## src/lfu_pkg.sv

```systemverilog
// ----------------------------------------------------------------------------
// lfu_pkg
// shared types and constants for the lfu cache table
// ----------------------------------------------------------------------------
package lfu_pkg;
    localparam logic ACT_GET = 1'b0;
    localparam logic ACT_PUT = 1'b1;
    localparam logic [31:0] MISS_VALUE = 32'hFFFF_FFFF;

    // controller to datapath commands
    typedef struct packed {
        logic load;    // capture the incoming beat
        logic scan;    // step the serial search by one entry
        logic commit;  // apply the update
        logic respond; // drive the result strobe
    } t_cmd;

    // datapath to controller status
    typedef struct packed {
        logic scan_last;
    } t_stat;
endpackage

```

## src/lfu_cache_table_top.sv

```systemverilog
// ----------------------------------------------------------------------------
// lfu_cache_table_top
// lfu key-value table with lru tie-break, serial search over entries
// ----------------------------------------------------------------------------
//  channel | ports                               | handshake
//  input   | i_action i_key i_value              | i_start high, o_busy low
//  result  | o_hit o_read_value                  | o_done strobe, one cycle
//  config  | i_cfg_data                          | i_cfg_we
//
// an item passes through one load, ENTRIES scan steps through the entry
// store, one commit and one result step. reset is synchronous and clears
// valid marks and occupancy; no clearing pass. the result cannot be
// stalled; a new item is taken the cycle after the strobe.
module lfu_cache_table_top #(
    parameter int ENTRIES    = 16,
    parameter int COUNT_BITS = 16
) (
    input  logic               i_clk,
    input  logic               i_rst_n,
    input  logic               i_start,
    output logic               o_busy,
    input  logic               i_action,
    input  logic signed [31:0] i_key,
    input  logic signed [31:0] i_value,
    output logic               o_done,
    output logic               o_hit,
    output logic signed [31:0] o_read_value,
    input  logic               i_cfg_we,
    input  logic [4:0]         i_cfg_data
);
    lfu_pkg::t_cmd  cmd;
    lfu_pkg::t_stat stat;
    logic [4:0] r_capacity;

    // capacity register
    always_ff @(posedge i_clk) begin
        if (!i_rst_n) r_capacity <= 5'd16;
        else if (i_cfg_we) r_capacity <= i_cfg_data;
    end

    lfu_ctrl u_ctrl (
        .i_clk(i_clk), .i_rst_n(i_rst_n), .i_start(i_start), .o_busy(o_busy),
        .o_done(o_done), .o_cmd(cmd), .i_stat(stat)
    );

    lfu_datapath #(.ENTRIES(ENTRIES), .COUNT_BITS(COUNT_BITS)) u_dp (
        .i_clk(i_clk), .i_rst_n(i_rst_n), .i_cmd(cmd), .o_stat(stat),
        .i_capacity(r_capacity), .i_action(i_action), .i_key(i_key),
        .i_value(i_value), .o_hit(o_hit), .o_read_value(o_read_value)
    );
endmodule

```

## src/lfu_datapath.sv

```systemverilog
// ----------------------------------------------------------------------------
// lfu_datapath
// entry storage, serial match and victim search, update logic
// ----------------------------------------------------------------------------
module lfu_datapath #(
    parameter int ENTRIES    = 16,
    parameter int COUNT_BITS = 16
) (
    input  logic               i_clk,
    input  logic               i_rst_n,
    input  lfu_pkg::t_cmd      i_cmd,
    output lfu_pkg::t_stat     o_stat,
    input  logic [4:0]         i_capacity,
    input  logic               i_action,
    input  logic signed [31:0] i_key,
    input  logic signed [31:0] i_value,
    output logic               o_hit,
    output logic signed [31:0] o_read_value
);
    localparam int IW = (ENTRIES > 1) ? $clog2(ENTRIES) : 1;
    localparam int OW = $clog2(ENTRIES + 1);
    localparam logic [COUNT_BITS-1:0] CMAX = {COUNT_BITS{1'b1}};

    logic                  r_valid [ENTRIES];
    logic [31:0]           r_ekey  [ENTRIES];
    logic [31:0]           r_edata [ENTRIES];
    logic [COUNT_BITS-1:0] r_cnt   [ENTRIES];
    logic [IW-1:0]         r_age   [ENTRIES];
    logic [OW-1:0]         r_occ;

    logic        r_act;
    logic [31:0] r_key, r_val;
    logic [IW-1:0] r_idx;
    logic        r_hit;
    logic [IW-1:0] r_hidx;
    logic        r_hv;  // have victim
    logic [IW-1:0] r_vidx;
    logic        r_hf;  // have free slot
    logic [IW-1:0] r_fidx;
    logic [31:0] r_rd;

    // effective capacity
    logic [OW:0] cap_eff;
    always_comb begin
        if (i_capacity == 5'd0)
            cap_eff = (OW+1)'(1);
        else if (32'(i_capacity) > ENTRIES)
            cap_eff = (OW+1)'(ENTRIES);
        else
            cap_eff = (OW+1)'(i_capacity);
    end

    assign o_stat.scan_last = (32'(r_idx) == ENTRIES - 1);

    // serial scan element compare
    logic cur_match, cur_better;
    always_comb begin
        cur_match  = r_valid[r_idx] && (r_ekey[r_idx] == r_key);
        cur_better = r_valid[r_idx] && (!r_hv || r_cnt[r_idx] < r_cnt[r_vidx] ||
                     (r_cnt[r_idx] == r_cnt[r_vidx] && r_age[r_idx] > r_age[r_vidx]));
    end

    // update decisions
    logic          do_evict, do_ins;
    logic [IW-1:0] slot, tidx;
    logic [IW-1:0] tr, vr;
    always_comb begin
        do_evict = !r_hit && r_act == lfu_pkg::ACT_PUT && r_hv &&
                   ((OW+1)'(r_occ) >= cap_eff);
        do_ins   = !r_hit && r_act == lfu_pkg::ACT_PUT && (do_evict || r_hf);
        slot     = do_evict ? r_vidx : r_fidx;
        tidx     = r_hidx;
        tr       = r_age[r_hidx];
        vr       = r_age[r_vidx];
    end

    // control registers
    always_ff @(posedge i_clk) begin
        if (!i_rst_n) begin
            for (int i = 0; i < ENTRIES; i++) r_valid[i] <= 1'b0;
            r_occ <= '0;
            r_idx <= '0;
        end else begin
            if (i_cmd.load) begin
                r_act <= i_action;
                r_key <= i_key;
                r_val <= i_value;
                r_idx <= '0;
                r_hit <= 1'b0;
                r_hv  <= 1'b0;
                r_hf  <= 1'b0;
                r_hidx <= '0;
                r_vidx <= '0;
                r_fidx <= '0;
            end
            if (i_cmd.scan) begin
                if (cur_match && !r_hit) begin
                    r_hit <= 1'b1;
                    r_hidx <= r_idx;
                end
                if (cur_better) begin
                    r_hv <= 1'b1;
                    r_vidx <= r_idx;
                end
                if (!r_valid[r_idx] && !r_hf) begin
                    r_hf <= 1'b1;
                    r_fidx <= r_idx;
                end
                if (!o_stat.scan_last) r_idx <= r_idx + IW'(1);
            end
            if (i_cmd.commit) begin
                r_rd <= (r_act == lfu_pkg::ACT_PUT) ? 32'd0 :
                        (r_hit ? r_edata[r_hidx] : lfu_pkg::MISS_VALUE);
                if (r_hit) begin
                    if (r_act == lfu_pkg::ACT_PUT) r_edata[r_hidx] <= r_val;
                    if (r_cnt[r_hidx] != CMAX)
                        r_cnt[r_hidx] <= r_cnt[r_hidx] + COUNT_BITS'(1);
                    for (int i = 0; i < ENTRIES; i++)
                        if (r_valid[i] && IW'(i) != tidx && r_age[i] < tr)
                            r_age[i] <= r_age[i] + IW'(1);
                    r_age[r_hidx] <= '0;
                end else if (do_ins) begin
                    for (int i = 0; i < ENTRIES; i++)
                        if (r_valid[i] && IW'(i) != slot) begin
                            if (do_evict && r_age[i] > vr) r_age[i] <= r_age[i];
                            else r_age[i] <= r_age[i] + IW'(1);
                        end
                    r_valid[slot] <= 1'b1;
                    r_ekey[slot]  <= r_key;
                    r_edata[slot] <= r_val;
                    r_cnt[slot]   <= COUNT_BITS'(1);
                    r_age[slot]   <= '0;
                    if (!do_evict) r_occ <= r_occ + OW'(1);
                end
            end
        end
    end

    assign o_hit        = r_hit;
    assign o_read_value = r_rd;
endmodule

```

## src/lfu_ctrl.sv

```systemverilog
// ----------------------------------------------------------------------------
// lfu_ctrl
// sequencer: load, scan all entries, commit, respond
// ----------------------------------------------------------------------------
module lfu_ctrl (
    input  logic           i_clk,
    input  logic           i_rst_n,
    input  logic           i_start,
    output logic           o_busy,
    output logic           o_done,
    output lfu_pkg::t_cmd  o_cmd,
    input  lfu_pkg::t_stat i_stat
);
    localparam logic [1:0] S_IDLE = 2'd0;
    localparam logic [1:0] S_SCAN = 2'd1;
    localparam logic [1:0] S_COMMIT = 2'd2;
    localparam logic [1:0] S_RESP = 2'd3;

    logic [1:0] r_state, n_state;

    // next state
    always_comb begin
        n_state = r_state;
        case (r_state)
            S_IDLE:   if (i_start) n_state = S_SCAN;
            S_SCAN:   if (i_stat.scan_last) n_state = S_COMMIT;
            S_COMMIT: n_state = S_RESP;
            S_RESP:   n_state = S_IDLE;
            default:  n_state = S_IDLE;
        endcase
    end

    always_ff @(posedge i_clk) begin
        if (!i_rst_n) r_state <= S_IDLE;
        else r_state <= n_state;
    end

    assign o_busy         = (r_state != S_IDLE);
    assign o_done         = (r_state == S_RESP);
    assign o_cmd.load     = (r_state == S_IDLE) && i_start;
    assign o_cmd.scan     = (r_state == S_SCAN);
    assign o_cmd.commit   = (r_state == S_COMMIT);
    assign o_cmd.respond  = (r_state == S_RESP);

    // command checks
    a_onecmd: assert property (@(posedge i_clk) disable iff (!i_rst_n)
        $onehot0({o_cmd.load, o_cmd.scan, o_cmd.commit, o_cmd.respond}))
        else $error("overlapping commands");
    a_resp: assert property (@(posedge i_clk) disable iff (!i_rst_n)
        o_cmd.commit |=> o_done) else $error("no result after commit");
    a_idle: assert property (@(posedge i_clk) disable iff (!i_rst_n)
        o_done |=> !o_busy) else $error("not idle after result");
endmodule
```

## config.mk

```make
export PLATFORM = sky130hd
export DESIGN_NAME = lfu_cache_table_top
export DESIGN_NICKNAME = d
export VERILOG_FILES = /design/src/lfu_pkg.sv /design/src/lfu_cache_table_top.sv /design/src/lfu_datapath.sv /design/src/lfu_ctrl.sv
export SDC_FILE = /design/constraint.sdc
export NUM_CORES = 2
export LEC_CHECK = 0
export ABC_CLOCK_PERIOD_IN_PS = 6010
export CAP_MARGIN = 20
export CORE_MARGIN = 1.5
export CORE_UTILIZATION = 45
export DETAILED_ROUTE_END_ITERATION = 10
export DONT_BUFFER_PORTS = 1
export SLEW_MARGIN = 0
export SYNTH_ARGS = -nofsm -noshare
export SYNTH_HDL_FRONTEND = slang
export SYNTH_SLANG_ARGS = --single-unit
```

## constraint.sdc

```tcl
create_clock -name i_clk -period 6.01 [get_ports i_clk]
set_input_delay 0 -clock i_clk [delete_from_list [all_inputs] [get_ports i_clk]]
set_output_delay 0 -clock i_clk [all_outputs]
set_load 0.03 [all_outputs]
```

Word level (Yosys, flattened, before mapping)
Memory sizes are Yosys's and may differ from the RTL's. A register that Yosys moved wholly into a read port is not among the register bits.
Cells that the tools add are included.
Storage, ports and cells
  register bits: 128
  bits in writable memories: 1360
  input port bits: 74
  output and inout bits: 35
  memories kept: 5
Memories
  u_dp.r_edata: depth 16, bits a word 32, rd ports 1, clocked after Yosys merged registers in 1, wr ports 1, RTL line lfu_datapath.sv:26  | logic [31:0] r_edata [ENTRIES];
  u_dp.r_ekey: depth 16, bits a word 32, rd ports 1, clocked after Yosys merged registers in 1, wr ports 1, RTL line lfu_datapath.sv:25  | logic [31:0] r_ekey [ENTRIES];
  u_dp.r_cnt: depth 16, bits a word 16, rd ports 3, clocked after Yosys merged registers in 3, wr ports 1, RTL line lfu_datapath.sv:27  | logic [COUNT_BITS-1:0] r_cnt [ENTRIES];
  u_dp.r_age: depth 16, bits a word 4, rd ports 19, clocked after Yosys merged registers in 3, wr ports 17, RTL line lfu_datapath.sv:28  | logic [IW-1:0] r_age [ENTRIES];
  u_dp.r_valid: depth 16, bits a word 1, rd ports 17, clocked after Yosys merged registers in 1, wr ports 16, RTL line lfu_datapath.sv:24  | logic r_valid [ENTRIES];
Cells by class
  $add $sub $neg: 19
  order comparisons: 36
  eq/ne operators: 39
  multiplexer cells: 405
  bitwise gates (word level): 34
  reductions and logical operators: 94
Operator list (count)
  $mux W1: 338
  $mux W4: 59
  $logic_and A1 B1 Y1: 74
  $add A4 B1 Y4 const B: 17
  $gt A4 B4 Y1: 17
  $lt A4 B4 Y1: 16
  $mux W32: 2
  $ne A4 B4 Y1 const A: 16
  $eq A32 B32 Y1: 1
  $ne A3 B4 Y1 const A: 8
  $or A1 B1 Y1: 32
  $reduce_or A32 Y1: 1
  $add A16 B1 Y16 const B: 1
  $eq A16 B16 Y1: 1
  $lt A16 B16 Y1: 1
  $mux W16: 1
  $ne A16 B16 Y1 const B: 1
  $ne A2 B4 Y1 const A: 4
  $reduce_or A16 Y1: 1
  $mux W5: 2
  $ne A1 B4 Y1 const A: 2
  $pmux W2 S4: 1
  $reduce_bool A4 Y1: 2
  $ge A5 B6 Y1: 1
  other kinds (18): 28

Depth between registers and ports, before layout
  depth in word-level cells: 16
  gate-level depth with buffers: 19
  gate-level depth less buffers: 13

Cells and area by module
A second synthesis with hierarchy kept.
Unflattened totals
  cell total of the unflattened synthesis: 3510
  area total of the unflattened synthesis: 66706.5 um^2
By module, submodules not included
  lfu_datapath: instances 1, cells an instance 3474, area an instance 66336.1 um^2
  lfu_cache_table_top: instances 1, cells an instance 16, area an instance 190.2 um^2
  lfu_ctrl: instances 1, cells an instance 20, area an instance 180.2 um^2

Worst setup path after synthesis
No wires, ideal clock.
  path kind: flip-flop to flip-flop
  start: reg u_dp.r_idx[0] (netlist name)
  end: reg u_dp.r_vidx[3] (data pin)
  arrival: 4.714 ns
  setup slack: 1.011 ns
  stages on the path, launching flop included: 20
  period minus slack after synthesis: 4.999 ns
  path through: dfxtp_1 -> buf_4 -> buf_4 -> buf_4 -> buf_2 -> buf_2 -> buf_2 -> buf_2 -> mux4_2 -> mux4_2 -> ha_1 -> nor2b_1 -> o21a_1 -> o21a_1 -> o21a_1 -> o21a_1 -> o21a_1 -> o31ai_1 -> nand2_1 -> mux2i_1
RTL lines
  to (signal assigned): RTL line lfu_datapath.sv:103  | r_vidx <= r_idx;
  to (decl): RTL line lfu_datapath.sv:37  | logic [IW-1:0] r_vidx;

==> flow_metrics.py <==
metrics = {
    "synthesis": {
        "post-synth-top-count-cell": "edfxtp_1",
        "synth_edf_count": 1392,
        "synth_cells": 3629,
        "ys_seq_elements": 1496,
        "synth_top_family_by_area": "multiplexers",
        "async_reset_ff_frac": 0,
        "ys_top_cells_by_count": "edfxtp_1 (1392), mux4_2 (550), ha_1 (161)",
        "synthMuxAreaShare": 0.210,
        "synth_compound_area_frac": 0.0393,
        "yosys.area_share.simple": 0.0398,
        "synth_top_cell_by_area": "edfxtp_1",
        "yosys-top-cells-area": "edfxtp_1 (62%), mux4_2 (18%), dfxtp_1 (3.1%)",
        "ys.flop_type": "edfxtp_1",
        "syn-cell-area_um2": 67200,
        "yosysTopAreaCellShare": 0.622,
        "synth_nets": 3864,
        "yosysWarnings": 0,
        "syn_area_per_cell_um2": 18.5,
        "synth_xor_area_frac": 0.00938,
        "synth_fa_ha_area_frac": 0.0300,
        "yosysSeqAreaShare": 0.653,
        "ys_types": 79,
    },
    "global_routing": {
        "grt-ovfl-total": 0,
        "grt_util_all_layers": 0.229,
        "grt_antenna_before_repair": 4,
        "grt_max_degree": 95,
        "grt_pass1_vias": 36928,
        "grt_pass1_wl_um": 255000,
    },
    "power_and_ir_drop": {
        "p_sw_mw": 8.09,
        "leakage_nw": 24.6,
        "clkPwrFrac": 0.327,
        "vdd_ir_drop_max_mv": 0.368,
        "combPwrFrac": 0.217,
        "powerDensity_nw_per_um2": 370,
        "power_switching_share": 0.286,
        "seqPwrFrac": 0.457,
        "intPower_mw": 20.2,
    },
    "final_layout": {
        "drive_above_1_share": 0.252,
        "syn2layout_area_growth_pct": 14.0,
        "fin_util": 0.518,
        "nNetsFinal": 4113,
        "fillCellCount": 11668,
    },
    "setup_path": {
        "setup.worst_path.end_class": "flop",
        "ff2ff_setup_slack_ns": 0.69,
        "critPathRequiredTime_ns": 6.67,
        "path_class": "flop to flop",
        "arrival_ns": 5.98,
        "critPathLaunchType": "flop",
        "crit_fanout": 26,
    },
    "die": {
        "die_area_um2": 152000,
        "num_io_pins": 109,
        "row_count": 141,
        "dieHeight_um": 389,
        "die_w_um": 389,
        "fp.coreArea_um2": 148000,
        "start_util": 0.454,
    },
    "timing": {
        "period_share": 0.885,
        "slew_viol_final": 0,
        "worstMarginPinSlew_ns": 1.18,
        "hold_viol_final": 0,
        "rsz0062_at_grt": "no",
        "max-slew-margin-rel": 0.214,
        "max_freq_mhz": 188,
        "setup_viol": 0,
        "final.setup.tns_ns": 0,
        "fin_crit_ns": 5.32,
        "fin_worst_skew_ns": 0.0437,
    },
    "placed_design": {
        "portBuffers": 0,
        "dpl.hpwl_um": 103000,
        "gp_congestion": 0.882,
    },
    "cts": {
        "h-tree-depth": 4,
        "cts_setup_buffers": 0,
        "cts.sinks": 1496,
        "cts-root-buf": "clkbuf_16",
        "max-clock-path-buffers": 3,
        "cts_resized": 0,
        "clkTransAtPathRegs_ns": 0.06,
        "cts_tree": "built",
        "numCtsBuffers": 155,
        "clk_latency_ns": 0.82,
    },
    "flow_run": {
        "maxCapViolCount": 0,
    },
    "routing": {
        "num_vias": 36582,
        "first_pass_iters": 5,
        "wl_per_cell_um": 29.0,
        "vias_per_cell": 6.17,
        "drc_errors": 0,
        "wl_um": 172000,
        "postRouteAntennaNets": 0,
        "drt_iter0_drc": 3752,
    },
    "hold_path": {
        "hold_class": "input port to flop",
    },
    "run_status": {
        "outcome": "completed",
    },
}
## critical path: stages (launching register included)
cell and delay [ns]:
dfxtp_4 0.62, buf_4 0.54, mux4_2 0.56, and2_1 0.18
or4_1 0.52, a2111oi_0 0.51, buf_4 0.21, nor4b_1 0.43
o2111a_1 0.53, buf_4 0.23, mux2i_1 0.18, o21ai_1 0.07
dlygate4sd3_1 0.54
## cells by family (layout without fill, tap and decap cells)
kind of cell,count (synthesis),in the layout
buffers and inverters,289,662
muxes,705,705
xor gates and xnor gates,72,72
AOI/OAI and AO/OA,397,397
and+or+nand+nor,509,509
other,0,1
DFF,1496,1496
adders and majority gates,161,161
## cell usage in the layout, fill, tap and decap left out, types with 12 or more instances in the layout
master	instances
edfxtp_1	1392
mux4_2	550
ha_1	161
clkbuf_16	157
dlygate4sd3_1	144
mux2i_1	133
buf_4	119
nor2_1	111
a21oi_1	109
nand2_1	101
inv_1	95
dfxtp_1	93
o21ai_0	85
xnor2_1	49
clkinv_1	40
nor2b_1	39
nand3_1	36
nor3_1	34
clkbuf_1	34
nand2b_1	31
or3_1	25
a21o_1	24
a41oi_1	24
o22ai_1	24
xor2_1	23
clkinv_2	23
and2_1	18
and2_2	17
nor2_4	17
nor4_2	16
buf_12	14
o31ai_1	12
o21ai_1	12
## through the flow
| step | hold slack, ns | power [mW] | setup slack [ns] | std cells | instance area (um2) |
|---|---|---|---|---|---|
| 6_report | 0.202 | 28.3 | 0.693 | 5933 | 76600 |
| 4_1_cts | 0.164 | 28.6 | 0.563 | 5926 | 76500 |
| 3_5_place_dp | 0.0989 | 19.2 | 1.14 | 5500 | 70200 |
| 5_1_grt | 0.183 | 29.4 | 0.296 | 5933 | 76600 |
| 3_3_place_gp | 0.0989 | 19.2 | 1.15 | 5500 | 70200 |
| 2_1_floorplan | 0.0989 | 17.3 | 1.01 | 3629 | 67200 |
## power groups by stage
stage | Clock, mW | Sequential, mW | Combinational [mW]
6_report | 9.25 | 12.9 | 6.13
2_1_floorplan | 0 | 12.7 | 4.59
3_5_place_dp | 0 | 13.2 | 6.08
4_1_cts | 9.42 | 12.9 | 6.19
3_3_place_gp | 0 | 13.1 | 6.07
5_1_grt | 9.79 | 13.0 | 6.63
## layer usage
layer | share of wire | global-route usage
met5 | 0 | 0
met4 | 0.022 | 0.0585
met3 | 0.062 | 0.0362
met2 | 0.47 | 0.355
met1 | 0.45 | 0.340
## layout make-up
cell class                      count  area (um2)  area share
Antenna cell                        1        2.50   0.0000327
Inverter                          101         387     0.00505
Tap cell                         1930        2410      0.0315
Multi-Input combinational cell   1844       22300       0.291
Timing Repair Buffer              280        2700      0.0352
Clock inverter                     88         793      0.0104
Sequential cell                  1496       43900       0.573
Clock buffer                      193        4080      0.0533
## registers in the layout, summed over array words and instances (netlist names), 5 cells and up, named ones only
register           cells
r_capacity             5
u_dp.o_read_value     32
u_dp.r_age            64
u_dp.r_cnt           256
u_dp.r_edata         512
u_dp.r_ekey          512
u_dp.r_key            32
u_dp.r_occ             5
u_dp.r_val            32
u_dp.r_valid          16
## final timing paths
path,start,end,depth (start not counted)
max,u_dp.r_idx[0],flop,12
min,i_start,u_ctrl.r_state[0],3
max reg2reg,u_dp.r_idx[0],flop,12
min reg2reg,u_dp.r_age[6][3],u_dp.r_age[6][3],2
## what timing repair did
item                                    4_1_cts  5_1_grt
endpoints found under the hold margin       191        0
hold buffers                                145        0
endpoints found under the setup margin        0        0
(Power assumes the default switching activity.)
